File: src/rtl/ssp_pkg.sv
`default_nettype none

package ssp_pkg;

  localparam int VALUE_BITS = 63;  // accumulator width, 16 to 63
  localparam int CH_W       = 8;
  localparam int SIZE_W     = 63;
  localparam int STATUS_W   = 3;
  localparam int SHIFT_W    = 6;

  localparam logic [SIZE_W-1:0] SIZE_LIMIT_RESET = '1;

  localparam logic [CH_W-1:0] CH_NUL   = 8'h00;
  localparam logic [CH_W-1:0] CH_TAB   = 8'h09;
  localparam logic [CH_W-1:0] CH_CR    = 8'h0D;
  localparam logic [CH_W-1:0] CH_SPACE = 8'h20;
  localparam logic [CH_W-1:0] CH_PLUS  = 8'h2B;
  localparam logic [CH_W-1:0] CH_MINUS = 8'h2D;
  localparam logic [CH_W-1:0] CH_ZERO  = 8'h30;
  localparam logic [CH_W-1:0] CH_NINE  = 8'h39;

  // Clearing bit 5 folds a..z onto A..Z; only the letters map onto K, M, G, T, P.
  localparam logic [CH_W-1:0] CASE_MASK = 8'hDF;
  localparam logic [CH_W-1:0] CH_K = 8'h4B;
  localparam logic [CH_W-1:0] CH_M = 8'h4D;
  localparam logic [CH_W-1:0] CH_G = 8'h47;
  localparam logic [CH_W-1:0] CH_T = 8'h54;
  localparam logic [CH_W-1:0] CH_P = 8'h50;

  localparam logic [SHIFT_W-1:0] SH_NONE = 6'd0;
  localparam logic [SHIFT_W-1:0] SH_K    = 6'd10;
  localparam logic [SHIFT_W-1:0] SH_M    = 6'd20;
  localparam logic [SHIFT_W-1:0] SH_G    = 6'd30;
  localparam logic [SHIFT_W-1:0] SH_T    = 6'd40;
  localparam logic [SHIFT_W-1:0] SH_P    = 6'd50;

  localparam logic [1:0] TAIL_NONE = 2'd0;
  localparam logic [1:0] TAIL_ONE  = 2'd1;
  localparam logic [1:0] TAIL_MANY = 2'd2;

  typedef enum logic [3:0] {
    PH_WS     = 4'b0001,
    PH_SIGN   = 4'b0010,
    PH_DIGITS = 4'b0100,
    PH_TAIL   = 4'b1000
  } phase_t;

  typedef enum logic [STATUS_W-1:0] {
    ST_OK         = 3'd0,
    ST_BAD_NUMBER = 3'd1,
    ST_BAD_SUFFIX = 3'd2,
    ST_SUFFIX_OVF = 3'd3,
    ST_EXTRA      = 3'd4,
    ST_OVER_MAX   = 3'd5
  } status_t;

  typedef struct packed {
    phase_t                phase;
    logic [VALUE_BITS-1:0] acc;
    logic                  negative;
    logic                  overflowed;
    logic                  digit_seen;
    logic [1:0]            tail_count;
    logic [CH_W-1:0]       suffix_char;
  } parse_state_t;

  localparam parse_state_t PARSE_IDLE = '{
    phase:       PH_WS,
    acc:         '0,
    negative:    1'b0,
    overflowed:  1'b0,
    digit_seen:  1'b0,
    tail_count:  TAIL_NONE,
    suffix_char: CH_NUL
  };

  function automatic logic is_space(input logic [CH_W-1:0] c);
    return (c == CH_SPACE) || ((c >= CH_TAB) && (c <= CH_CR));
  endfunction

  function automatic logic is_digit(input logic [CH_W-1:0] c);
    return (c >= CH_ZERO) && (c <= CH_NINE);
  endfunction

endpackage

`default_nettype wire

File: src/rtl/ssp_in_if.sv
`default_nettype none

interface ssp_in_if;
  logic                      valid;
  logic                      ready;
  logic [ssp_pkg::CH_W-1:0]  ch;

  modport source (output valid, output ch, input ready);
  modport sink   (input valid, input ch, output ready);
endinterface

`default_nettype wire

File: src/rtl/ssp_out_if.sv
`default_nettype none

interface ssp_out_if;
  logic                          valid;
  logic                          ready;
  logic [ssp_pkg::SIZE_W-1:0]    size_bytes;
  logic [ssp_pkg::STATUS_W-1:0]  status;

  modport source (output valid, output size_bytes, output status, input ready);
  modport sink   (input valid, input size_bytes, input status, output ready);
endinterface

`default_nettype wire

File: src/rtl/ssp_cfg_if.sv
`default_nettype none

interface ssp_cfg_if;
  logic                        valid;
  logic                        ready;
  logic [ssp_pkg::SIZE_W-1:0]  data;

  modport source (output valid, output data, input ready);
  modport sink   (input valid, input data, output ready);
endinterface

`default_nettype wire

File: src/rtl/ssp_scan.sv
`default_nettype none

module ssp_scan (
  input  logic                    clk,
  input  logic                    rst,
  input  logic                    fire,
  input  logic [ssp_pkg::CH_W-1:0] ch,
  output ssp_pkg::parse_state_t   state
);
  import ssp_pkg::*;

  parse_state_t          state_next;
  logic [3:0]            digit;
  logic [VALUE_BITS+3:0] prod;
  logic                  prod_ovf;
  logic                  take_digit;
  logic                  take_tail;
  logic                  term;

  assign term = (ch == CH_NUL);

  // acc*10 + d; anything above VALUE_BITS means the magnitude no longer fits
  always_comb begin
    digit    = ch[3:0];
    prod     = ({4'b0, state.acc} << 3) + ({4'b0, state.acc} << 1)
             + (VALUE_BITS+4)'(digit);
    prod_ovf = |prod[VALUE_BITS+3:VALUE_BITS];
  end

  always_comb begin
    state_next = state;
    take_digit = 1'b0;
    take_tail  = 1'b0;
    unique case (state.phase)
      PH_WS: begin
        if (is_space(ch)) begin
          take_digit = 1'b0;
        end else if ((ch == CH_PLUS) || (ch == CH_MINUS)) begin
          state_next.negative = (ch == CH_MINUS);
          state_next.phase    = PH_SIGN;
        end else if (is_digit(ch)) begin
          take_digit = 1'b1;
        end else begin
          take_tail = 1'b1;
        end
      end
      PH_SIGN, PH_DIGITS: begin
        if (is_digit(ch)) begin
          take_digit = 1'b1;
        end else begin
          take_tail = 1'b1;
        end
      end
      default: begin
        take_tail = 1'b1;
      end
    endcase

    if (take_digit) begin
      state_next.phase      = PH_DIGITS;
      state_next.digit_seen = 1'b1;
      if (!state.overflowed) begin
        if (prod_ovf) begin
          state_next.overflowed = 1'b1;
        end else begin
          state_next.acc = prod[VALUE_BITS-1:0];
        end
      end
    end

    if (take_tail) begin
      state_next.phase = PH_TAIL;
      if (state.tail_count == TAIL_NONE) begin
        state_next.suffix_char = ch;
      end
      if (state.tail_count != TAIL_MANY) begin
        state_next.tail_count = state.tail_count + 2'd1;
      end
    end
  end

  always_ff @(posedge clk) begin
    if (rst || (fire && term)) begin
      state <= PARSE_IDLE;
    end else if (fire) begin
      state <= state_next;
    end
  end

`ifndef SYNTHESIS
  a_clear_after_term: assert property (@(posedge clk) disable iff (rst)
    fire && term |=> (state.phase == PH_WS) && (state.acc == '0)
                     && (state.tail_count == TAIL_NONE))
    else $error("parse state not cleared after terminator");
`endif

endmodule

`default_nettype wire

File: src/rtl/ssp_finish.sv
`default_nettype none

module ssp_finish (
  input  logic                       clk,
  input  logic                       rst,
  input  logic                       load,
  input  ssp_pkg::parse_state_t      state,
  input  logic [ssp_pkg::SIZE_W-1:0] size_limit,
  ssp_out_if.source                  result
);
  import ssp_pkg::*;

  logic [SIZE_W-1:0]  value;
  logic [CH_W-1:0]    upper;
  logic [SHIFT_W-1:0] sh;
  logic [SHIFT_W-1:0] eff_sh;
  logic               suffix_ok;
  logic               bad_num;
  logic [SIZE_W-1:0]  lim_sh;
  logic               exceeds;
  status_t            status_next;
  logic [SIZE_W-1:0]  size_next;

  always_comb begin
    value     = SIZE_W'(state.acc);
    upper     = state.suffix_char & CASE_MASK;
    suffix_ok = 1'b1;
    unique case (upper)
      CH_K:    sh = SH_K;
      CH_M:    sh = SH_M;
      CH_G:    sh = SH_G;
      CH_T:    sh = SH_T;
      CH_P:    sh = SH_P;
      default: begin
        sh        = SH_NONE;
        suffix_ok = 1'b0;
      end
    endcase
    eff_sh  = (state.tail_count == TAIL_ONE) ? sh : SH_NONE;
    // value <= (limit >> sh) already implies (value << sh) <= limit
    lim_sh  = size_limit >> eff_sh;
    exceeds = value > lim_sh;
    bad_num = !state.digit_seen || state.overflowed
              || (state.negative && (state.acc != '0));

    priority if (bad_num) begin
      status_next = ST_BAD_NUMBER;
    end else if (state.tail_count == TAIL_MANY) begin
      status_next = ST_EXTRA;
    end else if ((state.tail_count == TAIL_ONE) && !suffix_ok) begin
      status_next = ST_BAD_SUFFIX;
    end else if (exceeds && (state.tail_count == TAIL_ONE)) begin
      status_next = ST_SUFFIX_OVF;
    end else if (exceeds) begin
      status_next = ST_OVER_MAX;
    end else begin
      status_next = ST_OK;
    end

    size_next = (status_next == ST_OK) ? (value << eff_sh) : '0;
  end

  always_ff @(posedge clk) begin
    if (rst) begin
      result.valid <= 1'b0;
    end else if (load) begin
      result.valid <= 1'b1;
    end else if (result.ready) begin
      result.valid <= 1'b0;
    end
  end

  always_ff @(posedge clk) begin
    if (load) begin
      result.size_bytes <= size_next;
      result.status     <= status_next;
    end
  end

`ifndef SYNTHESIS
  a_load_shows: assert property (@(posedge clk) disable iff (rst)
    load |=> result.valid)
    else $error("terminator did not produce a result");
  a_err_zero_size: assert property (@(posedge clk) disable iff (rst)
    result.valid && (result.status != ST_OK) |-> (result.size_bytes == '0))
    else $error("nonzero size with error status");
`endif

endmodule

`default_nettype wire

File: src/rtl/size_suffix_parser_core.sv
// Channel  Dir  Payload                     Transfer
// chars    in   ch[7:0]                     valid & ready
// result   out  size_bytes[62:0], status    valid & ready
// cfg      in   data[62:0] -> size_limit    valid & ready (always ready)
//
// One byte per cycle while no zero byte stalls. A zero byte passes through the
// input register, and its result is then loaded into the result register.
// Reset clears the parse state and sets size_limit to 2^63-1. Only a zero
// byte can stall, and only while an earlier result is untaken; other bytes
// keep flowing past a waiting result.
`default_nettype none

module size_suffix_parser_core (
  input  logic      clk,
  input  logic      rst,
  ssp_in_if.sink    chars,
  ssp_out_if.source result,
  ssp_cfg_if.sink   cfg
);
  import ssp_pkg::*;

  logic              a_valid;
  logic [CH_W-1:0]   ch_q;
  logic [SIZE_W-1:0] size_limit;
  logic              term;
  logic              out_free;
  logic              fire;
  logic              load;
  parse_state_t      state;

  assign term        = (ch_q == CH_NUL);
  assign out_free    = !result.valid || result.ready;
  assign fire        = a_valid && (!term || out_free);
  assign load        = fire && term;
  assign chars.ready = !a_valid || fire;
  assign cfg.ready   = 1'b1;

  always_ff @(posedge clk) begin
    if (rst) begin
      a_valid <= 1'b0;
    end else if (chars.ready) begin
      a_valid <= chars.valid;
    end
  end

  always_ff @(posedge clk) begin
    if (chars.ready && chars.valid) begin
      ch_q <= chars.ch;
    end
  end

  always_ff @(posedge clk) begin
    if (rst) begin
      size_limit <= SIZE_LIMIT_RESET;
    end else if (cfg.valid && cfg.ready) begin
      size_limit <= cfg.data;
    end
  end

  ssp_scan u_scan (
    .clk   (clk),
    .rst   (rst),
    .fire  (fire),
    .ch    (ch_q),
    .state (state)
  );

  ssp_finish u_finish (
    .clk        (clk),
    .rst        (rst),
    .load       (load),
    .state      (state),
    .size_limit (size_limit),
    .result     (result)
  );

`ifndef SYNTHESIS
  a_hold_input: assert property (@(posedge clk) disable iff (rst)
    a_valid && !fire |=> a_valid && $stable(ch_q))
    else $error("held input byte lost");
  a_no_overwrite: assert property (@(posedge clk) disable iff (rst)
    load |-> out_free)
    else $error("result register overwritten");
`endif

endmodule

`default_nettype wire

File: src/flat_wrapper.sv
// flat-port wrapper written by rule: the top's interface ports become plain ports
module size_suffix_parser_core_flat import ssp_pkg::*;
  (clk, rst, chars_valid, chars_ch, chars_ready, result_valid, result_size_bytes, result_status, result_ready, cfg_valid, cfg_data, cfg_ready);
  ssp_in_if chars_i ();
  ssp_out_if result_i ();
  ssp_cfg_if cfg_i ();
  input  logic clk;
  input  logic rst;
  input wire logic [$bits(chars_i.valid)-1:0] chars_valid;
  input wire logic [$bits(chars_i.ch)-1:0] chars_ch;
  output wire logic [$bits(chars_i.ready)-1:0] chars_ready;
  output wire logic [$bits(result_i.valid)-1:0] result_valid;
  output wire logic [$bits(result_i.size_bytes)-1:0] result_size_bytes;
  output wire logic [$bits(result_i.status)-1:0] result_status;
  input wire logic [$bits(result_i.ready)-1:0] result_ready;
  input wire logic [$bits(cfg_i.valid)-1:0] cfg_valid;
  input wire logic [$bits(cfg_i.data)-1:0] cfg_data;
  output wire logic [$bits(cfg_i.ready)-1:0] cfg_ready;
  assign chars_i.valid = chars_valid;
  assign chars_i.ch = chars_ch;
  assign chars_ready = chars_i.ready;
  assign result_valid = result_i.valid;
  assign result_size_bytes = result_i.size_bytes;
  assign result_status = result_i.status;
  assign result_i.ready = result_ready;
  assign cfg_i.valid = cfg_valid;
  assign cfg_i.data = cfg_data;
  assign cfg_ready = cfg_i.ready;
  size_suffix_parser_core u_core (.clk(clk), .rst(rst), .chars(chars_i), .result(result_i), .cfg(cfg_i));
endmodule
File: config.mk
export PLATFORM = sky130hd
export DESIGN_NAME = size_suffix_parser_core_flat
export DESIGN_NICKNAME = d
export VERILOG_FILES = /design/src/rtl/ssp_pkg.sv /design/src/rtl/ssp_in_if.sv /design/src/rtl/ssp_out_if.sv /design/src/rtl/ssp_cfg_if.sv /design/src/rtl/ssp_scan.sv /design/src/rtl/ssp_finish.sv /design/src/rtl/size_suffix_parser_core.sv /design/src/flat_wrapper.sv
export SDC_FILE = /design/constraint.sdc
export NUM_CORES = 1
export LEC_CHECK = 0
export BUFFER_PORTS_ARGS = -buffer_cell sky130_fd_sc_hd__buf_2
export CAP_MARGIN = 25
export CELL_PAD_IN_SITES_DETAIL_PLACEMENT = 1
export CELL_PAD_IN_SITES_GLOBAL_PLACEMENT = 1
export CORE_MARGIN = 1.5
export CORE_UTILIZATION = 45
export DETAILED_ROUTE_END_ITERATION = 12
export PLACE_DENSITY_LB_ADDON = 0.1
export SLEW_MARGIN = 15
export SYNTH_ARGS = -nofsm -noshare
export SYNTH_HDL_FRONTEND = slang
export SYNTH_SLANG_ARGS = --single-unit
File: constraint.sdc
create_clock -name clk -period 7.08 [get_ports clk]
set_input_delay 1.77 -clock clk [delete_from_list [all_inputs] [get_ports clk]]
set_output_delay 1.77 -clock clk [all_outputs]
set_load 0.05 [all_outputs]
### Word level (Yosys, flattened, before mapping)

Index checks and enable logic that the tools add are counted.

* flip-flop bits (word level): 219
* latch bits: 0
* bits in writable memories: 0
* ROM bits: 0
* bits of input ports: 76
* output and inout bits: 69
* memories: 0

* add/sub/neg operators: 3
* multipliers: 0
* divide/modulo/power cells: 0
* $lt $le $gt $ge: 5
* eq/ne operators: 15
* shift-type cells: 2
* mux-type cells: 27
* bitwise gates (word level): 3
* reduce and logical (&&, ||, !) cells: 37

Operators with widths (number)
* two-way mux 63 bit: 2
* adder 66 x 64 -> 67 bit: 1
* adder 67 x 4 -> 67 bit: 1
* two-way mux 67 bit: 1
* > comparator 63 bit: 1
* nonzero test 63 bit: 1
* left shift 63 x 6 -> 63 bit: 1
* right shift 63 x 6 -> 63 bit: 1
* equality test 7 x 6 -> 1 bit (second input constant): 5
* case mux 6 bit (5 select lines): 1
* equality test 8 x 6 -> 1 bit (second input constant): 3
* two-way mux 4 bit: 4
* two-way mux 3 bit: 5
* AND reduction 4 bit: 3
* two-way mux 1 bit: 11
* >= comparator 8 x 4 -> 1 bit (second input constant): 1
* >= comparator 8 x 6 -> 1 bit (second input constant): 1
* less-or-equal comparator 8 x 4 -> 1 bit (second input constant): 1
* less-or-equal comparator 8 x 6 -> 1 bit (second input constant): 1
* logical AND 1 bit: 8
* logical NOT 8 bit: 1
* logical OR 1 bit: 8
* two-way mux 6 bit: 1
* AND reduction 3 bit: 2
* 19 further kinds: 27

### Logic depth before layout (Yosys ltp)

* word-level depth: 11
* mapped depth: 27
* depth with buffers taken out: 22

### Modules after synthesis

From an unflattened synthesis, not the netlist that was laid out.

* cell total of the unflattened synthesis: 2547
* area total of the unflattened synthesis: 20332.0 um^2

By module, submodules not included
* ssp_finish: times used 1, cells an instance 1319, area an instance 9840.7 um^2, sequential area each 2001.9 um^2
* ssp_scan: times used 1, cells an instance 995, area an instance 7747.4 um^2, sequential area each 1601.5 um^2
* size_suffix_parser_core: times used 1, cells an instance 233, area an instance 2743.9 um^2, sequential area each 1521.5 um^2

### Worst setup path before layout

OpenSTA, ideal clock, no wires.

* path type: input-to-reg
* start: input port result_ready
* end: register, netlist name u_core.u_scan.state[77]
* data arrival time: 5.716 ns
* slack: 1.237 ns
* cell stages on the path: 6
* path through: nor2b_1 -> nor2_1 -> or2_2 -> clkbuf_1 -> clkbuf_1 -> nor2_1

* longest elaborated chain between the ends: 5

Ends and longest elaborated chain
* start: declaration: RTL line flat_wrapper.sv:15 `input wire logic [$bits(result_i.ready)-1:0] result_ready;`
* logical OR 1 bit: RTL line size_suffix_parser_core.sv:32 `assign out_free = !result.valid || result.ready;`
* logical OR 1 bit: RTL line size_suffix_parser_core.sv:33 `assign fire = a_valid && (!term || out_free);`
* logical AND 1 bit: RTL line size_suffix_parser_core.sv:33
* logical AND 1 bit
* via u_core.load: RTL line size_suffix_parser_core.sv:28 `logic load;`
* logical OR 1 bit: RTL line ssp_scan.sv:83 `if (rst || (fire && term)) begin`

The timed path passes the listed nets, and every way through them passes these cells.
A chain may end at the register's enable or synchronous reset.

### Worst setup path after layout

* start: register, netlist name u_core.u_scan.state[0]
* end: register u_core.u_finish.result.size_bytes[20], data pin

* longest elaborated chain between the ends: 11

Ends and longest elaborated chain
* equality test 7 x 6 -> 1 bit: RTL line ssp_finish.sv:28 `unique case (upper)`
* case mux 6 bit (5 select lines): RTL line ssp_finish.sv:28
* two-way mux 6 bit: RTL line ssp_finish.sv:39 `eff_sh = (state.tail_count == TAIL_ONE) ? sh : SH_NONE;`
* right shift 63 x 6 -> 63 bit: RTL line ssp_finish.sv:41 `lim_sh = size_limit >> eff_sh;`
* > comparator 63 bit: RTL line ssp_finish.sv:42 `exceeds = value > lim_sh;`
* two-way mux 3 bit / logical AND 1 bit (equally long branches): RTL line ssp_finish.sv:54, ssp_finish.sv:52
* two-way mux 3 bit: RTL line ssp_finish.sv:52 `end else if (exceeds && (state.tail_count == TAIL_ONE)) begin`
* two-way mux 3 bit: RTL line ssp_finish.sv:50 `end else if ((state.tail_count == TAIL_ONE) && !suffix_ok) begin`
* two-way mux 3 bit: RTL line ssp_finish.sv:48 `end else if (state.tail_count == TAIL_MANY) begin`
* two-way mux 3 bit: RTL line ssp_finish.sv:46 `priority if (bad_num) begin`
* logical NOT 3 bit: RTL line ssp_finish.sv:60 `size_next = (status_next == ST_OK) ? (value << eff_sh) : '0;`
* end signal: assignment: RTL line ssp_finish.sv:75 `result.size_bytes <= size_next;`
* end: declaration: RTL line ssp_out_if.sv:9 `modport source (output valid, output size_bytes, output status, input ready);`

Parallel ways exist; a longest one is shown, timed or not.

==> out/qor.yml <==
endpoint: "u_core.u_finish.result.size_bytes[20]"
netlist.area_leader.share_pct: 14.68
core_area_um2: 43080
num_rows: 76
synth_adder_area_share_pct: 12.38
htreeDepth: 1
finalSetupTns_ps: 0
fin_cells: 3042
irDropWorstVdd_mv: 0.2050
fp.dieW_um: 211.9
power_frac_seq_pct: 46.9
synth_edf_count: 74
worst_setup_path_end_kind: "flop"
p_int_uw: 2163
r2r_cells: 17
drt-pass1-iter-count: 6
worst_pin_slew_ps: 1069
areaGrowthSynthToFinish_pct: 9.413
layout_min_cycle_time_ps: 6397
synth_top_family_by_area: "compound AO/OA/AOI/OAI gates"
postLayoutCoreUtil_pct: 49.87
clockBufferDepth: 3
cts_setup_buffers: 0
r2r-start: "u_core.u_scan.state[0]"
netlist_area_um2: 19630
final_hold_viol_count: 0
place_inst: 2997
status: "finished, final reports clean"
cts_hold_buffers: 0
wl_um: 74190
path_max_fanout: 53
grt_use_total_pct: 32.60
pwr-share-comb_pct: 9.8
syn_nets: 2678
drive_gt1_share_pct: 11.84
drv_slew: 0
drt_iter0_markers: 1430
startpoint_type: "flop"
setup_violations: 0
synth_compound_area_share_pct: 21.93
min_path_type: "flop to flop"
clk_latency_ps: 540
dieArea_um2: 44890
drcViolationCount: 0
cts_tree: "done"
cts_buffers: 24
async_reset_ff_share_pct: 0
insertedDiodeCount: 0
grt_pass1_wl_um: 114300
slew_headroom_pct: 28.73
gp_congestion: 0.9635
yosys-mux-area-fraction_pct: 13.18
required_ps: 7410
synth_most_common_cell: "nand2_1"
antenna_found_initial: 0
grt_pass1_vias: 19190
ys_dominant_reg_cell: "dfxtp_1"
p_sw_uw: 746.0
ys_ff_latch: 218
ys_warn_count: 0
period_share_pct: 90.36
synthCells: 2409
skew_ps: 12.72
clkPwrFrac_pct: 43.3
synth.avg_cell_area_um2: 8.150
holdWs_ps: 473.1
grt_max_degree: 95
startpoint: "u_core.u_scan.state[0]"
r2r_slack_ps: 680
fmax_mhz: 156.3
cts_resized: 0
leakagePower_uw: 0.009979
vias: 19100
ys_seq_area_share_pct: 26.00
powerDensity_nw_per_um2: 135.4
ant_nets: 0
wire_per_inst_um: 24.39
clkTransAtPathRegs_ps: 60
layout.nets: 2708
io_pins: 145
synth-simple-area-share_pct: 19.60
ctsRootBufferMaster: "clkbuf_16"
drv_cap: 0
place_hpwl_um: 57720
rsz0062_at_grt: "false"
grt.overflow.total: 0
yosysTopAreaCell: "dfxtp_1"
crit_type: "flop to flop"
synth_common_cells: "270 x nand2_1, 229 x mux2i_1, 220 x a21oi_1, 219 x nor2_1, 191 x ha_1"
io_buffer_count: 143
vias_per_cell: 6.277
netSwitchingFraction_pct: 25.65
initial_core_util_pct: 45.58
synth_xor_area_share_pct: 2.677
cts_sinks: 218
worstPathArrival_ps: 6720
fp.dieH_um: 211.9
r2r_end: "u_core.u_finish.result.size_bytes[20]"
ys_top_cells_by_area: "dfxtp_1 15%, ha_1 12%, mux2i_1 12%"
synth_cell_types: 88
metrics by stage:
step / setup slack (ps) / instance area, µm² / power, µW
6_report: 682.9 / 21480 / 2909
5_1_grt: 381.6 / 21480 / 3004
4_1_cts: 841.4 / 21470 / 2923
3_5_place_dp: 907.8 / 20690 / 1671
3_3_place_gp: 1180 / 20690 / 1660
2_1_floorplan: 1237 / 19630 / 1560
cells in the final DEF, fill, tap and decap left out, types with 24 or more instances in the layout:
cell and n:
a21oi_1 220, mux2i_1 229, a211o_1 64, o21ai_0 148
a21o_1 43, o211ai_1 27, clkbuf_16 25, edfxtp_1 74
nand4_1 42, inv_1 27, buf_4 28, xor2_1 25
nand3_1 81, nor2b_1 74, nand2_1 269, nor3_1 24
dfxtp_1 144, nor4_1 26, nor2_1 217, buf_2 142
ha_1 191, a211oi_1 36, xnor2_1 35
cell type report:
class,count,area (µm²)
Tap cell,585,732.0
Clock buffer,33,695.7
Clock inverter,11,90.09
Fill cell,5234,21600
Inverter,27,101.3
Timing Repair Buffer,174,1001
Multi-Input combinational cell,1994,13760
Sequential cell,218,5105
registers in the layout (all words and copies together), names as in the netlist:
signal / cells
u_core.a_valid: 1
u_core.u_finish.result.size_bytes: 63
u_core.ch_q: 8
u_core.u_scan.state: 79
u_core.u_finish.result.valid: 1
u_core.u_finish.result.status: 3
u_core.size_limit: 63
power by group through the flow:
| stage | Combinational (µW) | Sequential [µW] | Clock (µW) |
|---|---|---|---|
| floorplan | 191 | 1370 | 0 |
| global placement | 273 | 1390 | 0 |
| detailed placement | 282 | 1390 | 0 |
| CTS | 284 | 1360 | 1280 |
| global route | 311 | 1370 | 1330 |
| finish | 285 | 1360 | 1260 |
worst min-delay path by stage:
stage / start / end / slack [ps] / cells past startpoint
4_1_cts: u_core.u_scan.state[10] / u_core.u_scan.state[10] / 470 / 1
6_report: u_core.u_scan.state[10] / u_core.u_scan.state[10] / 470 / 1
3_3_place_gp: u_core.u_scan.state[10] / u_core.u_scan.state[10] / 450 / 1
5_1_grt: u_core.u_scan.state[10] / u_core.u_scan.state[10] / 490 / 1
2_1_floorplan: u_core.u_scan.state[10] / u_core.u_scan.state[10] / 440 / 1
3_5_place_dp: u_core.u_scan.state[10] / u_core.u_scan.state[10] / 460 / 1
worst max-delay path: stages (launching register included):
cell	delay, ps
dfxtp_1	400
nor4bb_1	530
and4_4	940
o21ai_0	480
mux2i_1	420
a21oi_1	140
o21ai_0	220
ha_1	280
nor2b_1	130
o21ai_0	180
a21oi_1	100
o31a_1	270
o21ai_0	180
a21boi_0	110
o21ai_0	330
and2_1	420
nand2_1	570
nor3b_1	460
routing by layer:
metal	routed length, µm	track usage, %
met5	0	0
met4	2295	9.384
met3	4295	3.887
met2	32980	51.46
met1	34610	46.50
kinds of logic (layout without fill, tap and decap cells):
group	Yosys count	in the layout
muxes	253	253
AOI/OAI and AO/OA	667	667
DFF	218	218
buffers and inverters	197	245
adders and majority gates	193	193
and+or+nand+nor	820	820
xor gates and xnor gates	60	60
other	1	1
Power figures use the tool's default switching activity.
